<file path="config.mk">
export PLATFORM = sky130hd
export DESIGN_NAME = mmtn_reader
export DESIGN_NICKNAME = d
export VERILOG_FILES = /design/src/design/mmtn_pkg.sv /design/src/design/mmtn_reader.sv
export SDC_FILE = /design/constraint.sdc
export NUM_CORES = 1
export LEC_CHECK = 0
export BUFFER_PORTS_ARGS = -buffer_cell sky130_fd_sc_hd__buf_2
export CAP_MARGIN = 20
export CORE_AREA = 8 8 259 261
export DETAILED_ROUTE_END_ITERATION = 16
export DIE_AREA = 0 0 267 269
export SLEW_MARGIN = 10
export SYNTH_ARGS = -nofsm -noshare
export SYNTH_HDL_FRONTEND = slang
export SYNTH_SLANG_ARGS = --single-unit
</file>
<file path="constraint.sdc">
create_clock -name clk -period 9.95 [get_ports clk]
set_clock_uncertainty 0.05 [all_clocks]
set_input_delay 0.995 -clock clk [delete_from_list [all_inputs] [get_ports clk]]
set_output_delay 0.995 -clock clk [all_outputs]
set_load 0.02 [all_outputs]
</file>
<file path="src/design/mmtn_pkg.sv">
`timescale 1ns / 1ps
// ============================================================================
// Multi-metric top-N tracker package
// Shared widths, command codes, state types and control bundles.
// ============================================================================
package mmtn_pkg;

    localparam int DATA_W           = 32;
    localparam int CMD_W            = 2;
    localparam int SEL_W            = 3;
    localparam int LIMIT_W          = 4;
    localparam int RATE_COUNT       = 8;
    localparam int MAX_RESULTS      = 10;
    localparam int DEF_HEAP_SLOTS   = 10;
    localparam int DEF_METRIC_COUNT = 8;

    typedef enum logic [CMD_W-1:0] {
        CMD_CLEAR = 2'd0,
        CMD_OFFER = 2'd1,
        CMD_READ  = 2'd2
    } cmd_t;

    typedef enum logic [1:0] {
        T_IDLE,
        T_EXEC,
        T_WAIT_LANES,
        T_WAIT_READ
    } top_state_t;

    typedef enum logic [1:0] {
        L_IDLE,
        L_SIFT,
        L_LAST
    } lane_state_t;

    typedef enum logic [1:0] {
        R_IDLE,
        R_SCAN,
        R_FETCH,
        R_SHOW
    } rdr_state_t;

    typedef struct packed {
        logic clear;
        logic start;
    } lane_cmd_t;

    typedef struct packed {
        logic               start;
        logic [SEL_W-1:0]   sel;
        logic [LIMIT_W-1:0] limit;
    } rdr_cmd_t;

    function automatic int slot_bits(input int n);
        return (n > 1) ? $clog2(n) : 1;
    endfunction

endpackage

</file>
<file path="src/design/mmtn_reader.sv">
`timescale 1ns / 1ps
// ============================================================================
// Read merger
// Selects one lane, walks its nonzero slots in order and presents each
// entry through an output register, flagging the last one.
// ============================================================================
module mmtn_reader
    import mmtn_pkg::*;
#(
    parameter int HEAP_SLOTS   = DEF_HEAP_SLOTS,
    parameter int METRIC_COUNT = DEF_METRIC_COUNT
)
(
    input  logic                             clk,
    input  logic                             rst_n,
    input  rdr_cmd_t                         cmd,
    input  logic [HEAP_SLOTS-1:0]            nz_mask [METRIC_COUNT],
    input  logic [DATA_W-1:0]                lane_ip [METRIC_COUNT],
    input  logic [DATA_W-1:0]                lane_value [METRIC_COUNT],
    output logic                             scan_en,
    output logic [slot_bits(HEAP_SLOTS)-1:0] scan_addr,
    output logic                             busy,
    output logic                             entry_valid,
    input  logic                             entry_stall,
    output logic [DATA_W-1:0]                entry_ip,
    output logic [DATA_W-1:0]                entry_value,
    output logic                             last_entry
);

    localparam int SW = slot_bits(HEAP_SLOTS);
    localparam int PW = SW + 1;
    localparam int MW = slot_bits(METRIC_COUNT);
    localparam logic [PW-1:0]      SLOTS_C = PW'(HEAP_SLOTS);
    localparam logic [SEL_W:0]     LANES_C = (SEL_W + 1)'(METRIC_COUNT);
    localparam logic [LIMIT_W-1:0] MAXR_C  = LIMIT_W'(MAX_RESULTS);

    rdr_state_t state_reg, state_next;
    logic [PW-1:0]      ptr_reg, ptr_next;
    logic [LIMIT_W-1:0] cnt_reg, cnt_next;
    logic [LIMIT_W-1:0] limit_reg, limit_next;
    logic [MW-1:0]      lane_reg, lane_next;
    logic [DATA_W-1:0]  ip_reg, value_reg;
    logic               last_reg;

    logic [HEAP_SLOTS-1:0] sel_mask;
    logic [LIMIT_W-1:0]    limit_eff;
    logic                  sel_ok, at_end, more;
    logic                  load;

    assign sel_mask  = nz_mask[lane_reg];
    assign limit_eff = (cmd.limit > MAXR_C) ? MAXR_C : cmd.limit;
    assign sel_ok    = {1'b0, cmd.sel} < LANES_C;
    assign at_end    = ptr_reg >= SLOTS_C;
    assign scan_addr = ptr_reg[SW-1:0];

    always_comb
    begin
        more = 1'b0;
        for (int i = 0; i < HEAP_SLOTS; i++)
        begin
            if (sel_mask[i] && (PW'(i) > ptr_reg))
            begin
                more = 1'b1;
            end
        end
    end

    always_comb
    begin
        state_next = state_reg;
        ptr_next   = ptr_reg;
        cnt_next   = cnt_reg;
        limit_next = limit_reg;
        lane_next  = lane_reg;
        scan_en    = 1'b0;
        load       = 1'b0;
        case (state_reg)
            R_IDLE:
            begin
                if (cmd.start && sel_ok && (limit_eff != '0))
                begin
                    state_next = R_SCAN;
                    ptr_next   = '0;
                    cnt_next   = '0;
                    limit_next = limit_eff;
                    lane_next  = cmd.sel[MW-1:0];
                end
            end
            R_SCAN:
            begin
                if (at_end)
                begin
                    state_next = R_IDLE;
                end
                else if (sel_mask[ptr_reg[SW-1:0]])
                begin
                    scan_en    = 1'b1;
                    state_next = R_FETCH;
                end
                else
                begin
                    ptr_next = ptr_reg + PW'(1);
                end
            end
            R_FETCH:
            begin
                load       = 1'b1;
                state_next = R_SHOW;
            end
            R_SHOW:
            begin
                if (!entry_stall)
                begin
                    cnt_next   = cnt_reg + LIMIT_W'(1);
                    ptr_next   = ptr_reg + PW'(1);
                    state_next = last_reg ? R_IDLE : R_SCAN;
                end
            end
            default:
            begin
                state_next = R_IDLE;
            end
        endcase
    end

    always_ff @(posedge clk or negedge rst_n)
    begin
        if (!rst_n)
        begin
            state_reg <= R_IDLE;
            ptr_reg   <= '0;
            cnt_reg   <= '0;
            limit_reg <= '0;
            lane_reg  <= '0;
        end
        else
        begin
            state_reg <= state_next;
            ptr_reg   <= ptr_next;
            cnt_reg   <= cnt_next;
            limit_reg <= limit_next;
            lane_reg  <= lane_next;
        end
    end

    always_ff @(posedge clk)
    begin
        if (load)
        begin
            ip_reg    <= lane_ip[lane_reg];
            value_reg <= lane_value[lane_reg];
            last_reg  <= ((cnt_reg + LIMIT_W'(1)) == limit_reg) || !more;
        end
    end

    assign busy        = (state_reg != R_IDLE);
    assign entry_valid = (state_reg == R_SHOW);
    assign entry_ip    = ip_reg;
    assign entry_value = value_reg;
    assign last_entry  = last_reg;

endmodule

</file>
* Word-level counts from Yosys, hierarchy flattened
Index checks and enable logic that the tools add are counted.
Word-level totals: bits in registers 83, output and inout bits 72
Cells by class: add/subtract/negate cells 2, magnitude comparators 14, eq/ne operators 9, mux-type cells 40, bitwise logic cells 1, reduce and logical (&&, ||, !) cells 22
Operator list (number):
- $bmux 32 s3 | 2
- $mux 32 | 4
- $bmux 10 s3 | 1
- $gt 3x5->1 const A | 4
- $mux 10 | 2
- $mux 5 | 4
- $mux 1 | 16
- $pmux 5 s3 | 1
- $mux 4 | 3
- $logic_and 1x1->1 | 11
- $gt 1x5->1 const A | 2
- $gt 2x5->1 const A | 2
- $gt 4x5->1 const A | 2
- $mux 2 | 4
- $ne 2x2->1 const B | 4
- $pmux 2 s4 | 1
- $pmux 4 s2 | 1
- $reduce_and 3->1 | 2
- $add 5x1->5 const B | 1
- $ge 5x4->1 const B | 1
- $lt 4x5->1 const B | 1
- $reduce_and 5->1 | 1
- $add 4x1->4 const B | 1
- $bmux 1 s4 | 1
- 14 further kinds | 16

* Longest topological paths before layout
depth in word-level cells 17, mapped depth 9

* Worst setup path before layout
OpenSTA, ideal clock, no wires.
path kind register to register, start point register state_reg[0], end point register ip_reg[0] (netlist: entry_ip[0]) (enable), arrival 3.404 ns, required time 9.405 ns, slack 6.001 ns, cell stages (with the launch flop) 3, clock period less this slack 3.949 ns, path through dfrtp_1 > clkbuf_1 > nor2b_1
On the way: longest elaborated chain between the ends 2
Ends and longest elaborated chain:
- from (decl) | RTL line mmtn_reader.sv:37 | rdr_state_t state_reg, state_next;
- from (signal assigned) | RTL line mmtn_reader.sv:138 | state_reg <= state_next;
- $eq 2x2->1 | RTL line mmtn_reader.sv:77 | case (state_reg)
- $mux 1 | RTL line mmtn_reader.sv:77
- to (signal assigned) | RTL line mmtn_reader.sv:150 | ip_reg <= lane_ip[lane_reg];
- to (decl) | RTL line mmtn_reader.sv:42 | logic [DATA_W-1:0] ip_reg, value_reg;
Every way passes these cells. A chain may end at the register's enable or synchronous reset.

* Worst setup path in the final report
start point register lane_reg[2], end point output port scan_en
On the way: longest elaborated chain between the ends 9
Ends and longest elaborated chain:
- from (decl) | RTL line mmtn_reader.sv:41 | logic [MW-1:0] lane_reg, lane_next;
- from (signal assigned) | RTL line mmtn_reader.sv:142 | lane_reg <= lane_next;
- $not 3->4 (not written as such) | RTL line mmtn_reader.sv:50 | assign sel_mask = nz_mask[lane_reg];
- $bmux 10 s3 | RTL line mmtn_reader.sv:50
- $mux 10 (not written as such) (2 in series) | RTL line mmtn_reader.sv:50
- $bmux 1 s4 | RTL line mmtn_reader.sv:95 | else if (sel_mask[ptr_reg[SW-1:0]])
- $mux 1 (not written as such) | RTL line mmtn_reader.sv:95
- $mux 1 | RTL line mmtn_reader.sv:95
- $mux 1 | RTL line mmtn_reader.sv:91 | if (at_end)
- $mux 1 | RTL line mmtn_reader.sv:77
- to (decl) | RTL line mmtn_reader.sv:20 | output logic scan_en,
Every way passes these cells. The select of a mux whose other input is x is not followed.

==> flow_summary.ini <==
[setup_path]
crit_end = scan_en
path_class = reg2out
r2r_start = lane_reg[0]
worst-r2r-setup-slack_ns = 6.33
crit_path_start = lane_reg[2]
reg2reg_depth = 4
regToRegEndpoint = entry_value[25]
cp-end-kind = output port
crit_arrival_ns = 3.81
start_kind = flop
crit_required_ns = 8.91
path_max_fanout = 52

[timing]
tightest_slew_ns = 1.071
fmax_mhz = 206.2
rsz0062_at_grt = false
max_slew_margin = 0.2860
setup_slack_ns = 5.100
hold_viol_final = 0
maxSlewViolCount = 0
finalCritPeriodShare = 0.4875
min_period_ns = 4.850
fin_setup_tns_ns = 0
setup_viol = 0

[status]
status = completed

[power]
power_mw = 2.871
leakage_nw = 5.199
p_int_mw = 1.669
clkPwrFrac = 0.123
power_switching_share = 0.4185
p_per_area_mw_per_mm2 = 235.9
p_comb_frac = 0.631
p_sw_mw = 1.201
p_seq_frac = 0.246
ir_drop_mv = 0.1086

[job]
max_cap_violations = 0

[cts]
insertion_delay_ns = 0.36
cts_resized = 0
cts_tree = done
hold_buffers = 0
cts_htree_levels = 3
postCtsSetupBuffers = 0
clockBufferDepth = 2
cts.reportedPaths.clkPinSlew_ns = 0.06
cts_made_buffers = 9
root_buffer = clkbuf_16
cts_sinks = 83

[cells_and_area]
nNetsFinal = 1739
stdcell_area_mm2 = 0.01217
layout-drive-gt1-share = 0.8047
num-fill-cells = 6941
multi_input_area_mm2 = 0.004962
seq_area_mm2 = 0.002414
finish.utilization = 0.1940
area_growth_pct = 59.32

[logic_synthesis]
synthCells = 492
synth_edf_count = 65
ys_seq_elements = 83
synth-async-reset-ratio = 0.2169
yosys-top-cells-area = mux4_2, edfxtp_1, mux2_2
synthFlopType = edfxtp_1
synth.most_common_cell = mux4_2
synth_top_area_frac = 0.4187
syn-num-nets = 1099
syn_area_mm2 = 0.007637
ys_top_cells_by_count = mux4_2, edfxtp_1, mux2_2
synthDistinctLibCells = 53
yosysWarnings = 0
syn_avg_cell_area_um2 = 15.52
synth_top_cell_by_area = mux4_2
ys_seq_area_frac = 0.3145

[floorplanning]
die_h_um = 269
start_util = 0.1217
coreArea_mm2 = 0.06274
die_w_um = 267
rows = 92
io_pins = 675
die_area_mm2 = 0.07182

[global_routing]
grtUsageTotal = 0.1254
met2_usage = 0.2298
grt_max_degree = 68
use_met3 = 0.03920
grt_busiest_layer = met2
overflow = 0
grt_first_pass_wirelength_um = 64810
grt_pass1_vias = 9094
antenna_found_initial = 22
gr-usage-met1 = 0.1371

[routing]
viasPerCell = 3.979
dr.first_iter.drc_count = 441
vias = 7911
ant_nets = 0
first_pass_iters = 5
wl_um = 47960
wl_per_cell_um = 24.13
drc = 0

[worst_hold_path]
hold_class = reg2reg
min_from = limit_reg[1]

[placement]
post-place-ws_ns = 5.437
hpwl_um = 41940
finalWeightedCongestion = 1.014
place_area_mm2 = 0.01188
port_buffers = 674
placed cells by master, fill, tap and decap left out, types with 5 or more instances in the layout:
master / n
nor2_1: 10
dfrtp_1: 15
mux2i_1: 20
nand2_1: 32
nand3_1: 10
diode_2: 5
mux2_2: 64
clkbuf_16: 10
buf_4: 7
o21ai_0: 16
buf_2: 674
mux4_2: 142
edfxtp_1: 65
worst min-delay path by stage:
| stage | end | cells after the start | slack [ns] |
|---|---|---|---|
| 2_1_floorplan | limit_reg[0] | 2 | 0.41 |
| 3_3_place_gp | cnt_reg[3] | 2 | 0.44 |
| 3_5_place_dp | limit_reg[3] | 2 | 0.45 |
| 4_1_cts | limit_reg[3] | 2 | 0.47 |
| 5_1_grt | limit_reg[3] | 2 | 0.48 |
| 6_report | limit_reg[1] | 2 | 0.46 |
critical path, stage by stage, from the launching register on:
cell       delay [ns]
dfrtp_4          0.80
buf_4            0.75
mux2i_1          0.19
a22o_1           0.30
a2111oi_2        0.43
nor4_4           0.07
a21oi_2          0.28
nor2_1           0.09
nor2_1           0.17
buf_2            0.20
through the flow:
step | hold slack (ns) | std cells
after floorplan | 0.4083 | 492
after global routing | 0.4822 | 1984
final | 0.4575 | 1988
after CTS | 0.4677 | 1983
after detailed placement | 0.4533 | 1967
after global placement | 0.4396 | 1967
routing by layer:
layer  vias to the layer above  wire length (µm)
li1                       3392                 -
met1                      3959             17300
met2                       489             25190
met3                        67              4229
met4                         4              1221
met5                         -                27
power by group through the flow:
stage          logic, mW  registers [mW]  clock network (mW)
2_1_floorplan       1.28           0.714                   0
3_3_place_gp        1.82           0.712                   0
3_5_place_dp        1.85           0.719                   0
4_1_cts             1.85           0.713               0.374
5_1_grt             1.95           0.732               0.385
6_report            1.81           0.706               0.352
area by class of cell:
| class | instances | area share |
|---|---|---|
| Antenna cell | 5 | 0.001028 |
| Clock buffer | 12 | 0.02118 |
| Clock inverter | 4 | 0.001851 |
| Inverter | 4 | 0.001234 |
| Multi-Input combinational cell | 353 | 0.4078 |
| Sequential cell | 83 | 0.1984 |
| Tap cell | 846 | 0.08699 |
| Timing Repair Buffer | 681 | 0.2815 |
cell families after synthesis:
family | Yosys count | synth area share
AOI/OAI and AO/OA | 34 | 0.03195
xor gates and xnor gates | 6 | 0.006881
adders and majority gates | 4 | 0.006553
buffers and inverters | 56 | 0.03670
DFF | 83 | 0.3145
muxes | 229 | 0.5491
and+or+nand+nor | 80 | 0.05423
Note: power is estimated with default switching activity, not from simulation.
