<file path="config.mk">
export PLATFORM = sky130hd
export DESIGN_NAME = mmtn_lane
export DESIGN_NICKNAME = d
export VERILOG_FILES = /design/src/design/mmtn_pkg.sv /design/src/design/mmtn_ram.sv /design/src/design/mmtn_lane.sv
export SDC_FILE = /design/constraint.sdc
export NUM_CORES = 1
export LEC_CHECK = 0
export ABC_CLOCK_PERIOD_IN_PS = 12490
export BUFFER_PORTS_ARGS = -buffer_cell sky130_fd_sc_hd__buf_2
export CORE_UTILIZATION = 50
export CTS_CLUSTER_SIZE = 40
export DETAILED_ROUTE_END_ITERATION = 8
export PLACE_DENSITY = 0.67
export SYNTH_ARGS = -nofsm -noshare
export SYNTH_HDL_FRONTEND = slang
export SYNTH_SLANG_ARGS = --single-unit
</file>
<file path="constraint.sdc">
create_clock -name clk -period 12.49 [get_ports clk]
set_input_delay 1.8735 -clock clk [delete_from_list [all_inputs] [get_ports clk]]
set_output_delay 1.8735 -clock clk [all_outputs]
set_load 0.01 [all_outputs]
</file>
<file path="src/design/mmtn_pkg.sv">
`timescale 1ns / 1ps
// ============================================================================
// Multi-metric top-N tracker package
// Shared widths, command codes, state types and control bundles.
// ============================================================================
package mmtn_pkg;

    localparam int DATA_W           = 32;
    localparam int CMD_W            = 2;
    localparam int SEL_W            = 3;
    localparam int LIMIT_W          = 4;
    localparam int RATE_COUNT       = 8;
    localparam int MAX_RESULTS      = 10;
    localparam int DEF_HEAP_SLOTS   = 10;
    localparam int DEF_METRIC_COUNT = 8;

    typedef enum logic [CMD_W-1:0] {
        CMD_CLEAR = 2'd0,
        CMD_OFFER = 2'd1,
        CMD_READ  = 2'd2
    } cmd_t;

    typedef enum logic [1:0] {
        T_IDLE,
        T_EXEC,
        T_WAIT_LANES,
        T_WAIT_READ
    } top_state_t;

    typedef enum logic [1:0] {
        L_IDLE,
        L_SIFT,
        L_LAST
    } lane_state_t;

    typedef enum logic [1:0] {
        R_IDLE,
        R_SCAN,
        R_FETCH,
        R_SHOW
    } rdr_state_t;

    typedef struct packed {
        logic clear;
        logic start;
    } lane_cmd_t;

    typedef struct packed {
        logic               start;
        logic [SEL_W-1:0]   sel;
        logic [LIMIT_W-1:0] limit;
    } rdr_cmd_t;

    function automatic int slot_bits(input int n);
        return (n > 1) ? $clog2(n) : 1;
    endfunction

endpackage

</file>
<file path="src/design/mmtn_ram.sv">
`timescale 1ns / 1ps
// ============================================================================
// Generic RAM
// One write port and two read ports, read data registered.
// ============================================================================
module mmtn_ram
    import mmtn_pkg::*;
#(
    parameter int WIDTH = 2 * DATA_W,
    parameter int DEPTH = DEF_HEAP_SLOTS
)
(
    input  logic                        clk,
    input  logic                        wr_en,
    input  logic [slot_bits(DEPTH)-1:0] wr_addr,
    input  logic [WIDTH-1:0]            wr_data,
    input  logic [slot_bits(DEPTH)-1:0] rd_a_addr,
    output logic [WIDTH-1:0]            rd_a_data,
    input  logic [slot_bits(DEPTH)-1:0] rd_b_addr,
    output logic [WIDTH-1:0]            rd_b_data
);

    logic [WIDTH-1:0] mem [DEPTH];

    always_ff @(posedge clk)
    begin
        if (wr_en)
        begin
            mem[wr_addr] <= wr_data;
        end
        rd_a_data <= mem[rd_a_addr];
        rd_b_data <= mem[rd_b_addr];
    end

endmodule

</file>
<file path="src/design/mmtn_lane.sv">
`timescale 1ns / 1ps
// ============================================================================
// Heap lane
// One min-heap in RAM with per-slot valid bits; replaces the root on a
// larger offer and sifts it down one level per cycle.
// ============================================================================
module mmtn_lane
    import mmtn_pkg::*;
#(
    parameter int HEAP_SLOTS = DEF_HEAP_SLOTS
)
(
    input  logic                             clk,
    input  logic                             rst_n,
    input  lane_cmd_t                        cmd,
    input  logic [DATA_W-1:0]                offer_ip,
    input  logic [DATA_W-1:0]                offer_rate,
    input  logic                             scan_en,
    input  logic [slot_bits(HEAP_SLOTS)-1:0] scan_addr,
    output logic                             busy,
    output logic [HEAP_SLOTS-1:0]            nz_mask,
    output logic [DATA_W-1:0]                rd_ip,
    output logic [DATA_W-1:0]                rd_value
);

    localparam int SW = slot_bits(HEAP_SLOTS);
    localparam int CW = SW + 2;
    localparam logic [CW-1:0] SLOTS_C = CW'(HEAP_SLOTS);

    lane_state_t state_reg, state_next;
    logic [SW-1:0]         pos_reg, pos_next;
    logic [HEAP_SLOTS-1:0] valid_reg;
    logic [HEAP_SLOTS-1:0] nz_reg;
    logic [DATA_W-1:0]     root_reg;
    logic                  va_reg, vb_reg, right_ok_reg;

    logic [SW-1:0]         nxt_pos;
    logic [CW-1:0]         nl_full, nr_full, cl_full, cr_full;
    logic                  left_ok_n, right_ok_n;
    logic [SW-1:0]         rd_a_addr, rd_b_addr;
    logic                  wr_en;
    logic [SW-1:0]         wr_addr;
    logic [2*DATA_W-1:0]   wr_data;
    logic [2*DATA_W-1:0]   ram_a, ram_b;
    logic [DATA_W-1:0]     a_val, b_val, a_ip, b_ip;
    logic                  pick_right;
    logic [SW-1:0]         pick_addr;
    logic [DATA_W-1:0]     pick_ip, pick_val;

    assign cl_full    = CW'({pos_reg, 1'b1});
    assign cr_full    = cl_full + CW'(1);
    assign a_val      = va_reg ? ram_a[DATA_W-1:0] : '0;
    assign a_ip       = va_reg ? ram_a[2*DATA_W-1:DATA_W] : '0;
    assign b_val      = vb_reg ? ram_b[DATA_W-1:0] : '0;
    assign b_ip       = vb_reg ? ram_b[2*DATA_W-1:DATA_W] : '0;
    assign pick_right = right_ok_reg && (a_val > b_val);
    assign pick_addr  = pick_right ? cr_full[SW-1:0] : cl_full[SW-1:0];
    assign pick_ip    = pick_right ? b_ip : a_ip;
    assign pick_val   = pick_right ? b_val : a_val;

    assign nxt_pos    = (state_reg == L_SIFT) ? pick_addr : '0;
    assign nl_full    = CW'({nxt_pos, 1'b1});
    assign nr_full    = nl_full + CW'(1);
    assign left_ok_n  = nl_full < SLOTS_C;
    assign right_ok_n = nr_full < SLOTS_C;
    assign rd_a_addr  = scan_en ? scan_addr : (left_ok_n ? nl_full[SW-1:0] : '0);
    assign rd_b_addr  = right_ok_n ? nr_full[SW-1:0] : '0;

    always_comb
    begin
        state_next = state_reg;
        pos_next   = pos_reg;
        wr_en      = 1'b0;
        wr_addr    = pos_reg;
        wr_data    = {offer_ip, offer_rate};
        case (state_reg)
            L_IDLE:
            begin
                if (cmd.start && (offer_rate > root_reg))
                begin
                    if (left_ok_n)
                    begin
                        state_next = L_SIFT;
                        pos_next   = '0;
                    end
                    else
                    begin
                        wr_en   = 1'b1;
                        wr_addr = '0;
                    end
                end
            end
            L_SIFT:
            begin
                wr_en = 1'b1;
                if (offer_rate > pick_val)
                begin
                    wr_data    = {pick_ip, pick_val};
                    pos_next   = pick_addr;
                    state_next = left_ok_n ? L_SIFT : L_LAST;
                end
                else
                begin
                    state_next = L_IDLE;
                end
            end
            L_LAST:
            begin
                wr_en      = 1'b1;
                state_next = L_IDLE;
            end
            default:
            begin
                state_next = L_IDLE;
            end
        endcase
    end

    always_ff @(posedge clk or negedge rst_n)
    begin
        if (!rst_n)
        begin
            state_reg    <= L_IDLE;
            pos_reg      <= '0;
            valid_reg    <= '0;
            nz_reg       <= '0;
            root_reg     <= '0;
            va_reg       <= 1'b0;
            vb_reg       <= 1'b0;
            right_ok_reg <= 1'b0;
        end
        else
        begin
            state_reg    <= state_next;
            pos_reg      <= pos_next;
            va_reg       <= valid_reg[rd_a_addr];
            vb_reg       <= valid_reg[rd_b_addr];
            right_ok_reg <= right_ok_n;
            if (cmd.clear)
            begin
                valid_reg <= '0;
                nz_reg    <= '0;
                root_reg  <= '0;
            end
            else if (wr_en)
            begin
                valid_reg[wr_addr] <= 1'b1;
                nz_reg[wr_addr]    <= |wr_data[2*DATA_W-1:DATA_W];
                if (wr_addr == '0)
                begin
                    root_reg <= wr_data[DATA_W-1:0];
                end
            end
        end
    end

    mmtn_ram #(
        .WIDTH (2 * DATA_W),
        .DEPTH (HEAP_SLOTS)
    ) u_ram (
        .clk       (clk),
        .wr_en     (wr_en),
        .wr_addr   (wr_addr),
        .wr_data   (wr_data),
        .rd_a_addr (rd_a_addr),
        .rd_a_data (ram_a),
        .rd_b_addr (rd_b_addr),
        .rd_b_data (ram_b)
    );

    assign busy     = (state_reg != L_IDLE);
    assign nz_mask  = nz_reg;
    assign rd_ip    = ram_a[2*DATA_W-1:DATA_W];
    assign rd_value = ram_a[DATA_W-1:0];

endmodule

</file>
# --- After elaboration in Yosys (flattened, before gate mapping) ---
# Memory sizes are Yosys's and may differ from the RTL's. A register that Yosys moved wholly into a read port is not among the register bits.
# Cells that the tools add are included.
# Widths: inputs -> output; s select.
classes:
  addsub: 2
  order_cmp: 9
  eq_ne: 5
  muxes: 44
  bitwise: 1
  n_reduce_logical: 14
ops:
  columns: ["op", "count"]
  rows:
  - ["$mux 32", 9]
  - ["$mux 64", 2]
  - ["$gt 32x32->1", 3]
  - ["$mux 4", 11]
  - ["$mux 10", 4]
  - ["$reduce_or 32->1", 1]
  - ["$lt 4x5->1 const B", 3]
  - ["$bwmux 10", 1]
  - ["$or 10x10->10", 1]
  - ["$bmux 1 s4", 2]
  - ["$mux 2", 4]
  - ["$pmux 4 s2", 1]
  - ["$reduce_bool 2->1", 4]
  - ["$mux 1", 7]
  - ["$add 5x1->6 const B", 1]
  - ["$lt 6x4->1 const B", 1]
  - ["$lt 5x4->1 const B", 1]
  - ["$add 4x1->4 const B", 1]
  - ["$demux 1 s4", 1]
  - ["$ge 4x1->1 const B", 1]
  - ["$logic_not 4->1", 1]
  - ["$ne 2x2->1 const B", 2]
  - ["$pmux 2 s2", 1]
  - ["$reduce_and 2->1", 2]
  - ["8 further kinds", 10]
totals:
  ff_bits: 61
  mem_bits_rw: 640
  input_bits: 73
  elab_cells: 84
  n_memories: 1
mem_list:
  columns: ["name", "words", "word_bits", "read_ports", "rd_ports_with_merged_regs", "write_ports", "line", "text"]
  rows:
  - ["u_ram.mem", 10, 64, 2, 2, 1, "mmtn_ram.sv:23", "logic [WIDTH-1:0] mem [DEPTH];"]

# --- Depth between registers and ports, before layout ---
depth:
  depth_word: 16
  ltp_mapped: 30

# --- Cells and area by module ---
# Synthesis repeated with hierarchy kept, for this count alone.
unflattened:
  cells_unflattened: 3157
  hier_area_um2: 41622.4
modules_own_cells:
  columns: ["module", "instances", "cells_per_inst", "area_each_um2"]
  rows:
  - ["mmtn_ram", 1, 2096, 33716.1]
  - ["mmtn_lane", 1, 1061, 7906.3]

# --- Worst setup path before layout ---
# OpenSTA, ideal clock, no wires.
synth_path:
  path_type: "register -> register"
  startpoint: "reg vb_reg"
  endpoint: "reg nz_reg[1], in the netlist nz_mask[1]"
  setup_ps: 379
  arrival_ps: 9235
  required_time_ps: 12111
  setup_slack_ps: 2875
  path_stages_with_launch: 22
  n_path_buf: 7
  synth_period_minus_slack_ps: 9615
  cell_sequence: "dfrtp_1 clkbuf_1 clkbuf_1 clkbuf_1 clkbuf_1 nand2_1 ha_1 nand4_2 nor4_4 and4_1 a221o_1 o21ai_2 buf_4 nand2_2 buf_2 buf_1 ha_1 inv_1 o311ai_4 a2111oi_4 nor3_1 a211oi_1"
synth_via:
  elab_chain_len: 16
  word_cells_on_any_way: 28
synth_rtl:
  columns: ["element", "line", "text"]
  rows:
  - ["from (decl)", "mmtn_lane.sv:35", "logic va_reg, vb_reg, right_ok_reg;"]
  - ["from (signal assigned)", "mmtn_lane.sv:137", "vb_reg <= valid_reg[rd_b_addr];"]
  - ["$mux 32", "mmtn_lane.sv:54", "assign b_val = vb_reg ? ram_b[DATA_W-1:0] : '0;"]
  - ["$gt 32x32->1", "mmtn_lane.sv:56", "assign pick_right = right_ok_reg && (a_val > b_val);"]
  - ["$logic_and 1x1->1", "mmtn_lane.sv:56", null]
  - ["$mux 4", "mmtn_lane.sv:57", "assign pick_addr = pick_right ? cr_full[SW-1:0] : cl_full[SW-1:0];"]
  - ["$mux 4", "mmtn_lane.sv:61", "assign nxt_pos = (state_reg == L_SIFT) ? pick_addr : '0;"]
  - ["$lt 5x4->1", "mmtn_lane.sv:64", "assign left_ok_n = nl_full < SLOTS_C;"]
  - ["$mux 4", "mmtn_lane.sv:81", "if (left_ok_n)"]
  - ["$mux 4", "mmtn_lane.sv:79", "if (cmd.start && (offer_rate > root_reg))"]
  - ["$mux 4", "mmtn_lane.sv:76", "case (state_reg)"]
  - ["$lt 4x5->1 (implied by the code) / $ge 4x1->1 (equally long branches)", "mmtn_lane.sv:148", "nz_reg[wr_addr] <= |wr_data[2*DATA_W-1:DATA_W];"]
  - ["$logic_and 1x1->1 (implied by the code)", "mmtn_lane.sv:148", null]
  - ["$mux 1 (implied by the code)", "mmtn_lane.sv:148", null]
  - ["$demux 1 s4", "mmtn_lane.sv:148", null]
  - ["$bwmux 10", "mmtn_lane.sv:148", null]
  - ["$mux 10", "mmtn_lane.sv:145", "else if (wr_en)"]
  - ["$mux 10", "mmtn_lane.sv:139", "if (cmd.clear)"]
  - ["to (signal, indexed assignment)", "mmtn_lane.sv:148", null]
  - ["to (decl)", "mmtn_lane.sv:33", "logic [HEAP_SLOTS-1:0] nz_reg;"]
# Parallel ways exist; a longest one is shown, timed or not. The select of a mux whose other input is x is not followed.
# A chain may end at the register's enable or synchronous reset.

# --- Worst setup path in the final report ---
layout_path:
  startpoint: "reg vb_reg"
  endpoint: "reg root_reg[11]"
layout_via:
  word_cells_on_any_way: 23
layout_rtl:
  columns: ["element", "line", "text"]
  rows:
  - ["$mux 32 (*)", "mmtn_lane.sv:54", null]
  - ["$gt 32x32->1", "mmtn_lane.sv:56", null]
  - ["$logic_and 1x1->1", "mmtn_lane.sv:56", null]
  - ["$mux 32 (*)", "mmtn_lane.sv:59", "assign pick_val = pick_right ? b_val : a_val;"]
  - ["$gt 32x32->1", "mmtn_lane.sv:96", "if (offer_rate > pick_val)"]
  - ["$mux 64 (*)", "mmtn_lane.sv:96", null]
  - ["$mux 64 (*)", "mmtn_lane.sv:76", null]
  - ["net u_ram.wr_data[11]", "mmtn_ram.sv:16", "input logic [WIDTH-1:0] wr_data,"]
  - ["$mux 32 (*)", "mmtn_lane.sv:149", "if (wr_addr == '0)"]
  - ["$mux 32 (*)", "mmtn_lane.sv:145", null]
  - ["$mux 32 (*)", "mmtn_lane.sv:139", null]
  - ["to (signal assigned)", "mmtn_lane.sv:151", "root_reg <= wr_data[DATA_W-1:0];"]
  - ["to (decl)", "mmtn_lane.sv:34", "logic [DATA_W-1:0] root_reg;"]
# The timed path passes the listed nets; every way through them passes the cells marked *. The select of a mux whose other input is x is not followed.

==> results.cfg <==
[timing]
final-hold-violation-count = 0
clock.fmax_mhz = 122.3
worstMarginPinSlew_ps = 1446
max_slew_margin_pct = 2.580
finalSetupTns_ps = 0
slew_viol_final = 0
skew_ps = 24.69
rsz0062_at_grt = false
setup_ws_ps = 4313
setup_viol = 0
finalCritPeriodShare_pct = 65.47
min_period_ps = 8177
holdWs_ps = 479.1

[logic_synthesis]
seq_area_frac_synth_pct = 61.89
synth-compound-area-share_pct = 12.86
synthCells = 3018
synth_top_family_by_area = compound AO/OA/AOI/OAI gates
synth_simple_gate_area_share_pct = 8.884
synth.area.top_cells = edfxtp_1, dfxtp_1, mux2_2, mux2i_1, dfrtp_1
synth_top_area_cell = edfxtp_1
synth_mux_area_share_pct = 9.662
synth_flop_cell = edfxtp_1
synth_nets = 3192
syn-cell-area_um2 = 37660
yosysWarnings = 0
synthAdderAreaFrac_pct = 3.356
ys_ff_latch = 829
synth_top_area_share_pct = 51.03
synthXorXnorAreaFrac_pct = 0.02326
syn_avg_cell_area_um2 = 12.48
ys_types = 74
postSynth.asyncResetShare_pct = 7.358
synth_enable_flop_cells = 640

[placed_design]
pre_cts_ws_ps = 4442
port_buffers = 147
routabilityCongestion = 0.9354
hpwl_um = 65950

[worst_setup_path]
worstPathCellList = nand2_1 > ha_1 > nand4_2 > nor4_4 > and4_1 > a221oi_1 > a21boi_4 > buf_4 > a31oi_1 > ha_1 > nand4_1 > nor3_1 > o21ai_0 > o22a_1 > nand4_1 > nand3_4 > o21ai_0 > mux2i_1 > nor2_1
required_ps = 13040
crit_end = root_reg[11]
crit_path_end_kind = flop
rr_worst_depth = 19
critical_path_class = reg -> reg
rr_startpoint = vb_reg
worstReg2RegEnd = root_reg[11]
start_kind = flop
cp_slowest_cell = o21ai_0
worst_ep_arrival_time_ps = 8730
cp-startpoint = vb_reg
slowest_delay_ps = 1470
path_max_fanout = 87
r2r_slack_ps = 4310

[clock_tree]
cts_tree = yes
clk_latency_ps = 660
h-tree-depth = 3
post_cts_buffers = 0
cts_made_buffers = 87
ctsResizeCount = 0
clock-sinks = 829
cts_hold_buf = 0
clk_path_buf_depth = 3
clk_pin_slew_ps = 60
clock-root-buffer = clkbuf_16

[floorplan]
die_width_um = 276.4
start_util_pct = 50.58
core_area_um2 = 74450
die_area_um2 = 76420
io_pins = 148
chipHeight_um = 276.4
rows = 100

[routing]
avgRoutedWirePerCell_um = 27.06
drtIter0Drc = 2931
ant_nets = 0
vias = 26350
drc_errors = 0
via_per_inst = 6.371
drtPass1Iterations = 5
drt-total-wl_um = 111900

[global_routing]
grt_pass1_wl_um = 165900
grt_usage_pct = 28.94
grt_max_degree = 162
grt_pass1_vias = 26480
antenna_found_initial = 4
overflow = 0

[layout]
diodes = 0
final_cell_mix = edfxtp_1, nand2_1, mux2i_1
mostFrequentLayoutCell = edfxtp_1
drive_above_1_share_pct = 17.49
fin_nets = 3267
largest_register = u_ram.mem
largest_reg_flops = 640
area_growth_pct = 12.00
top_regs = u_ram.mem (640), u_ram.rd_a_data (64), u_ram.rd_b_data (64)

[outcome]
status = finished, final reports clean

[job]
drv_cap = 0

[min_path]
min_path_cells = 2
hold_start = u_ram.mem[8][28]
hold_class = reg -> reg
worst min path at each step:
| stage | endpoint |
|---|---|
| 2_1_floorplan | u_ram.rd_b_data[11] |
| 3_3_place_gp | u_ram.rd_b_data[49] |
| 3_5_place_dp | u_ram.rd_b_data[12] |
| 4_1_cts | u_ram.rd_b_data[62] |
| 5_1_grt | u_ram.rd_b_data[62] |
| 6_report | u_ram.rd_b_data[28] |
kinds of logic (layout without fill, tap and decap cells):
kind of cell	after synthesis	after routing
xor gates and xnor gates	1	1
and+or+nand+nor	756	756
DFF	829	829
AOI/OAI and AO/OA	690	690
buffers and inverters	298	447
adders and majority gates	101	101
muxes	343	343
synth_stat cells (6+ instances only):
| master | count |
|---|---|
| a21oi_1 | 158 |
| o21ba_2 | 10 |
| a211oi_1 | 57 |
| a22oi_1 | 88 |
| edfxtp_1 | 640 |
| nor4_1 | 11 |
| and2_1 | 6 |
| buf_4 | 14 |
| nand3_1 | 19 |
| clkbuf_1 | 129 |
| nor2_1 | 173 |
| o31ai_1 | 38 |
| buf_1 | 20 |
| a221o_1 | 26 |
| nor2b_1 | 10 |
| nor3_1 | 9 |
| a221oi_1 | 13 |
| inv_1 | 85 |
| and3_1 | 90 |
| buf_2 | 46 |
| mux2_2 | 164 |
| o211ai_1 | 129 |
| ha_1 | 101 |
| dfxtp_1 | 128 |
| a31oi_1 | 45 |
| nand2_1 | 392 |
| nand4_1 | 23 |
| mux2i_1 | 179 |
| a21o_1 | 22 |
| dfrtp_1 | 61 |
| and4_1 | 8 |
| o21ai_0 | 53 |
worst max-delay path: cells and delay by family, from the launching register on:
| family | cells | cell delay [ps] |
|---|---|---|
| compound gates | 6 | 2560 |
| fa+ha+maj | 2 | 740 |
| buf+inv | 1 | 580 |
| flops | 1 | 1020 |
| mux | 1 | 200 |
| simple gates | 9 | 2890 |
layer usage:
| metal | share of wire, % | global-route usage [%] | wire length (um) |
|---|---|---|---|
| met1 | 41 | 38.98 | 45680 |
| met2 | 47 | 46.69 | 52880 |
| met3 | 8.9 | 5.450 | 9907 |
| met4 | 3.1 | 10.70 | 3428 |
| met5 | 0.026 | 0 | 29 |
area by class of cell:
class / instances / area [um2]
fillers: 6004 / 32270
clock buffers: 118 / 2405
flip-flops and latches: 829 / 23310
well taps: 969 / 1212
repair buffers: 198 / 1131
inverters: 86 / 324.1
multi-input cells: 1891 / 13260
clock inverters: 45 / 539.3
through the flow:
step | cells | area, um2 | utilization [%]
after floorplan | 3018 | 37660 | -
after detailed placement | 3973 | 39240 | 52.70
after CTS | 4136 | 42180 | 56.66
after global placement | 3973 | 39240 | 52.70
after global routing | 4136 | 42180 | 56.66
final | 4136 | 42180 | 56.66
Power is left out: the tool's default activity adds up to more than one toggle a clock period on the data nets, which glitch-free logic cannot reach.
